File: src/design/felst_pkg.sv
// Shared types, codes and the fixed scale table of the free extent score tracker.
// No dependencies; imported by the controller, the datapath and the top level.
`timescale 1ns / 1ps
`default_nettype none

package felst_pkg;

  localparam int SCALE_W = 24;
  localparam int SCORE_W = 64;
  localparam int WORD_W  = 64;
  localparam int ACC_W   = 96;
  localparam int PROD_W  = 58;
  localparam int BIDX_W  = 6;
  localparam int GRP_W   = 3;
  localparam int APB_W   = 32;

  // Register index decoded from paddr[2].
  localparam logic REG_TOP_BUCKET = 1'b0;
  localparam logic [BIDX_W-1:0] TOP_BUCKET_RESET = 6'd48;

  typedef enum logic [1:0] {
    OP_FREE   = 2'd0,
    OP_OCCUPY = 2'd1,
    OP_SCORE  = 2'd2,
    OP_NONE   = 2'd3
  } felst_op_t;

  typedef enum logic [3:0] {
    ST_IDLE,
    ST_DECODE,
    ST_LZ_BIT,
    ST_UPD_RD0,
    ST_UPD_WR0,
    ST_UPD_WR1,
    ST_Q_RD,
    ST_Q_MLO,
    ST_Q_MHI,
    ST_Q_ACC,
    ST_Q_SAT,
    ST_OUT
  } felst_state_t;

  typedef struct packed {
    logic load_item;
    logic res_clear;
    logic lz_group;
    logic lz_bit;
    logic upd_rd0;
    logic upd_wr0;
    logic upd_wr1;
    logic q_start;
    logic q_rd;
    logic q_mlo;
    logic q_mhi;
    logic q_acc;
    logic q_sat;
    logic out_load;
  } felst_cmd_t;

  typedef struct packed {
    felst_op_t op;
    logic      len_zero;
    logic      last_zero;
    logic      v_last;
    logic      out_busy;
  } felst_sts_t;

  // Unsigned Q8.16 weight per bucket: 1.2 growth up to bucket 20, a linear
  // ramp back toward 1.0 up to bucket 26, flat from bucket 27 on.
  function automatic logic [SCALE_W-1:0] scale_q16(input logic [BIDX_W-1:0] idx);
    logic [SCALE_W-1:0] s;
    unique case (idx)
      6'd0:    s = 24'd65536;
      6'd1:    s = 24'd78643;
      6'd2:    s = 24'd94372;
      6'd3:    s = 24'd113246;
      6'd4:    s = 24'd135895;
      6'd5:    s = 24'd163074;
      6'd6:    s = 24'd195689;
      6'd7:    s = 24'd234827;
      6'd8:    s = 24'd281792;
      6'd9:    s = 24'd338150;
      6'd10:   s = 24'd405780;
      6'd11:   s = 24'd486936;
      6'd12:   s = 24'd584323;
      6'd13:   s = 24'd701188;
      6'd14:   s = 24'd841426;
      6'd15:   s = 24'd1009711;
      6'd16:   s = 24'd1211653;
      6'd17:   s = 24'd1453984;
      6'd18:   s = 24'd1744781;
      6'd19:   s = 24'd2093737;
      6'd20:   s = 24'd2512484;
      6'd21:   s = 24'd2943196;
      6'd22:   s = 24'd3363653;
      6'd23:   s = 24'd3748070;
      6'd24:   s = 24'd4069333;
      6'd25:   s = 24'd4301866;
      default: s = 24'd4424776;
    endcase
    return s;
  endfunction

endpackage

`default_nettype wire

File: src/design/felst_ctrl.sv
// Sequencing state machine of the free extent score tracker.
// Depends on felst_pkg; drives the datapath through felst_cmd_t.
`timescale 1ns / 1ps
`default_nettype none

module felst_ctrl import felst_pkg::*; (
  input  wire logic       clk,
  input  wire logic       rst,
  input  wire logic       s_tvalid,
  output logic            s_tready,
  input  wire felst_sts_t sts,
  output felst_cmd_t      cmd
);

  felst_state_t state, state_next;

  always_ff @(posedge clk) begin
    if (rst) begin
      state <= ST_IDLE;
    end else begin
      state <= state_next;
    end
  end

  always_comb begin
    state_next = state;
    cmd        = '0;
    s_tready   = 1'b0;
    unique case (state)
      ST_IDLE: begin
        s_tready = 1'b1;
        if (s_tvalid) begin
          cmd.load_item = 1'b1;
          state_next    = ST_DECODE;
        end
      end
      ST_DECODE: begin
        cmd.res_clear = 1'b1;
        unique case (sts.op)
          OP_FREE, OP_OCCUPY: begin
            if (sts.len_zero) begin
              state_next = ST_OUT;
            end else begin
              cmd.lz_group = 1'b1;
              state_next   = ST_LZ_BIT;
            end
          end
          OP_SCORE: begin
            cmd.q_start = 1'b1;
            state_next  = sts.last_zero ? ST_Q_SAT : ST_Q_RD;
          end
          default: begin
            state_next = ST_OUT;
          end
        endcase
      end
      ST_LZ_BIT: begin
        cmd.lz_bit = 1'b1;
        state_next = ST_UPD_RD0;
      end
      ST_UPD_RD0: begin
        cmd.upd_rd0 = 1'b1;
        state_next  = ST_UPD_WR0;
      end
      ST_UPD_WR0: begin
        cmd.upd_wr0 = 1'b1;
        state_next  = ST_UPD_WR1;
      end
      ST_UPD_WR1: begin
        cmd.upd_wr1 = 1'b1;
        state_next  = ST_OUT;
      end
      ST_Q_RD: begin
        cmd.q_rd   = 1'b1;
        state_next = ST_Q_MLO;
      end
      ST_Q_MLO: begin
        cmd.q_mlo  = 1'b1;
        state_next = ST_Q_MHI;
      end
      ST_Q_MHI: begin
        cmd.q_mhi  = 1'b1;
        state_next = ST_Q_ACC;
      end
      ST_Q_ACC: begin
        cmd.q_acc  = 1'b1;
        state_next = sts.v_last ? ST_Q_SAT : ST_Q_RD;
      end
      ST_Q_SAT: begin
        cmd.q_sat  = 1'b1;
        state_next = ST_OUT;
      end
      ST_OUT: begin
        if (!sts.out_busy) begin
          cmd.out_load = 1'b1;
          state_next   = ST_IDLE;
        end
      end
      default: begin
        state_next = ST_IDLE;
      end
    endcase
  end

endmodule

`default_nettype wire

File: config.mk
export PLATFORM = sky130hd
export DESIGN_NAME = felst_ctrl
export DESIGN_NICKNAME = d
export VERILOG_FILES = /design/src/design/felst_pkg.sv /design/src/design/felst_ctrl.sv
export SDC_FILE = /design/constraint.sdc
export NUM_CORES = 1
export LEC_CHECK = 0
export BUFFER_PORTS_ARGS = -buffer_cell sky130_fd_sc_hd__buf_2
export CORE_AREA = 2 2 40 42
export CTS_CLUSTER_SIZE = 14
export DETAILED_ROUTE_END_ITERATION = 7
export DIE_AREA = 0 0 42 44
export SKIP_LAST_GASP = 1
export SYNTH_ARGS = -nofsm -noshare
export SYNTH_HDL_FRONTEND = slang
export SYNTH_SLANG_ARGS = --single-unit
File: constraint.sdc
create_clock -name clk -period 1.6 [get_ports clk]
set_clock_uncertainty 0.2 [all_clocks]
set_input_delay 0.4 -clock clk [delete_from_list [all_inputs] [get_ports clk]]
set_output_delay 0.4 -clock clk [all_outputs]
set_load 0.05 [all_outputs]
==> impl_metrics.env <==
export IMPL_status="finished, violations left"
export IMPL_violations="setup timing"
export IMPL_io_buffers=23
export IMPL_hp_start="rst"
export IMPL_critical_path_class="register to output pin"
export IMPL_die_x_um=42
export IMPL_yosys_cell_types_count=31
export IMPL_final_setup_worst_slack_ns=-0.248
export IMPL_drc_errors=0
export IMPL_fin_crit_ns=1.85
export IMPL_wire_per_inst_um=13.6
export IMPL_max_slew_worst_pin_slew_ns=0.384
export IMPL_grtUsageTotal=0.208
export IMPL_dp_slack_ns=-0.114
export IMPL_relSlewSlack=0.743
export IMPL_worstHoldPathCells=2
export IMPL_vias_per_cell=4.94
export IMPL_power_density_mw_per_mm2=2120
export IMPL_ys_seq_area_frac=0.190
export IMPL_grt_pass1_vias=620
export IMPL_hold_path_end="state[2]"
export IMPL_rsz0062_at_grt="true"
export IMPL_grt_max_degree=11
export IMPL_rows=14
export IMPL_final_core_util=0.764
export IMPL_fin_cells=122
export IMPL_ys_warn_count=0
export IMPL_max_clock_freq_ghz=0.541
export IMPL_critPathArrivalTime_ns=1.25
export IMPL_tritoncts="built"
export IMPL_final_area_mm2=0.00108
export IMPL_vdd_drop_max_v=0.00115
export IMPL_layout_worst_path_cycle_share=1.15
export IMPL_drv_cap=0
export IMPL_drt_iter0_drc=5
export IMPL_largest_registers="state: 4 flops"
export IMPL_die_h_um=44
export IMPL_root_buffer="clkbuf_4"
export IMPL_cts_hold_buf=0
export IMPL_clkTransAtPathRegs_ns=0.04
export IMPL_synth_async_reset_ratio=0
export IMPL_cp_end_kind="output pin"
export IMPL_finalHoldViolCount=0
export IMPL_start_util=0.297
export IMPL_crit_required_ns=1.00
export IMPL_grt_pass1_wl_um=2840
export IMPL_ys_flop_type="dfxtp_1"
export IMPL_areaGrowthSynthToFinish_pct=157
export IMPL_reg2reg_slack_ns=-0.02
export IMPL_synth_area_um2=422
export IMPL_max_stage_delay_ns=0.36
export IMPL_r2r_cells=7
export IMPL_die_area_mm2=0.00185
export IMPL_ant_nets=0
export IMPL_cp_depth=4
export IMPL_fin_nets=117
export IMPL_dp_cells=114
export IMPL_path_cells="and2b_4 > nand2_4 > nor3_4 > buf_6"
export IMPL_finalWirelength_um=1660
export IMPL_slew_violations=0
export IMPL_holdWs_ns=0.201
export IMPL_synth_nets=67
export IMPL_timing_rr_end="state[0]"
export IMPL_cellLeakagePower_nw=0.484
export IMPL_cts_buffers=3
export IMPL_syn_inst=58
export IMPL_ctsLongestPathBuffers=2
export IMPL_grt_antenna_before_repair=0
export IMPL_ys_seq_elements=4
export IMPL_drtPass1Iterations=4
export IMPL_largest_reg_flops=4
export IMPL_coreArea_mm2=0.00142
export IMPL_hold_path_class="primary input to register"
export IMPL_dr_total_vias=603
export IMPL_timing_rr_start="state[3]"
export IMPL_syn_area_per_cell_um2=7.27
export IMPL_gp_congestion=0.842
export IMPL_cp_num_buf_inv=1
export IMPL_report_final_setup_viol=17
export IMPL_dpl_instance_area_um2=837
export IMPL_clk_latency_ns=0.23
export IMPL_synth_edf_count=0
export IMPL_critPathTopFamily="simple AND/OR/NAND/NOR gates"
export IMPL_finalPower_mw=2.29
export IMPL_n_antenna_cell=0
export IMPL_startpoint_type="register"
export IMPL_cts_sinks=4
export IMPL_cts_htree_levels=1
export IMPL_boundaryPins=24
export IMPL_top_register="state"
export IMPL_slowest_stage="dfxtp_4"
export IMPL_setup_tns_ns=-2.76
export IMPL_path_max_fanout=7
export IMPL_dpl_hpwl_um=1130
export IMPL_drive_above_1_share=0.792
export IMPL_grt_ovfl_total=0
-- kinds of logic after synthesis --
group | after synthesis | share of synthesized area
buffers and inverters | 7 | 0.0890
DFF | 4 | 0.190
and+or+nand+nor | 34 | 0.469
muxes | 1 | 0.0237
AOI/OAI and AO/OA | 12 | 0.228
-- routing by layer --
metal,GRT usage,routed length (um)
met3,0.0458,40
met5,0,0
met4,0.116,19
met1,0.226,646
met2,0.375,953
-- cell usage after synthesis, types with 2 or more instances --
cell type | n | area (um2)
nor3b_1 | 4 | 30.0
nand2b_1 | 2 | 12.5
nor3_1 | 6 | 30.0
buf_2 | 3 | 15.0
nor2_1 | 6 | 22.5
nand2_1 | 5 | 18.8
dfxtp_1 | 4 | 80.1
and2_1 | 3 | 18.8
inv_1 | 2 | 7.51
a21oi_1 | 2 | 10.0
-- what timing repair did --
item / in CTS / in global routing
gates cloned: 0 / 0
endpoints found under the setup margin: 17 / 18
resized for setup: 54 / 3
setup buffers: 4 / 2
pin swaps: 11 / 2
-- power breakdown --
part / switching (mW) / total [mW] / internal, mW / leakage [nW]
clock: 0.0386 / 0.122 / 0.0837 / 0.0138
sequential: 0.122 / 0.292 / 0.170 / 0.0356
combinational: 0.954 / 1.88 / 0.926 / 0.434
-- final cells by class --
cell class,instances,area [um2]
multi-input combinational,47,485
inverter,3,11.3
timing repair buffer,49,449
clock buffer,3,22.5
tap,16,20.0
sequential,4,95.1
fill,105,335
-- cell usage in the layout (no fill, tap or decap), types with 2 or more instances in the layout --
| master | instances |
|---|---|
| a21oi_1 | 2 |
| nor3_4 | 6 |
| buf_4 | 19 |
| buf_6 | 17 |
| nor3b_1 | 2 |
| inv_1 | 2 |
| and2_4 | 3 |
| nor2_4 | 4 |
| nand2_4 | 4 |
| buf_8 | 5 |
| nor3b_4 | 2 |
| dfxtp_4 | 4 |
| clkbuf_4 | 3 |
| buf_2 | 8 |
-- how the worst max path moves through the flow --
stage / from / endpoint
floorplan: state[0] / cmd[13]
global placement: state[3] / cmd[13]
global route: state[3] / cmd[11]
detailed placement: state[3] / cmd[3]
finish: state[3] / cmd[11]
CTS: state[3] / cmd[11]
(Power assumes the default switching activity.)
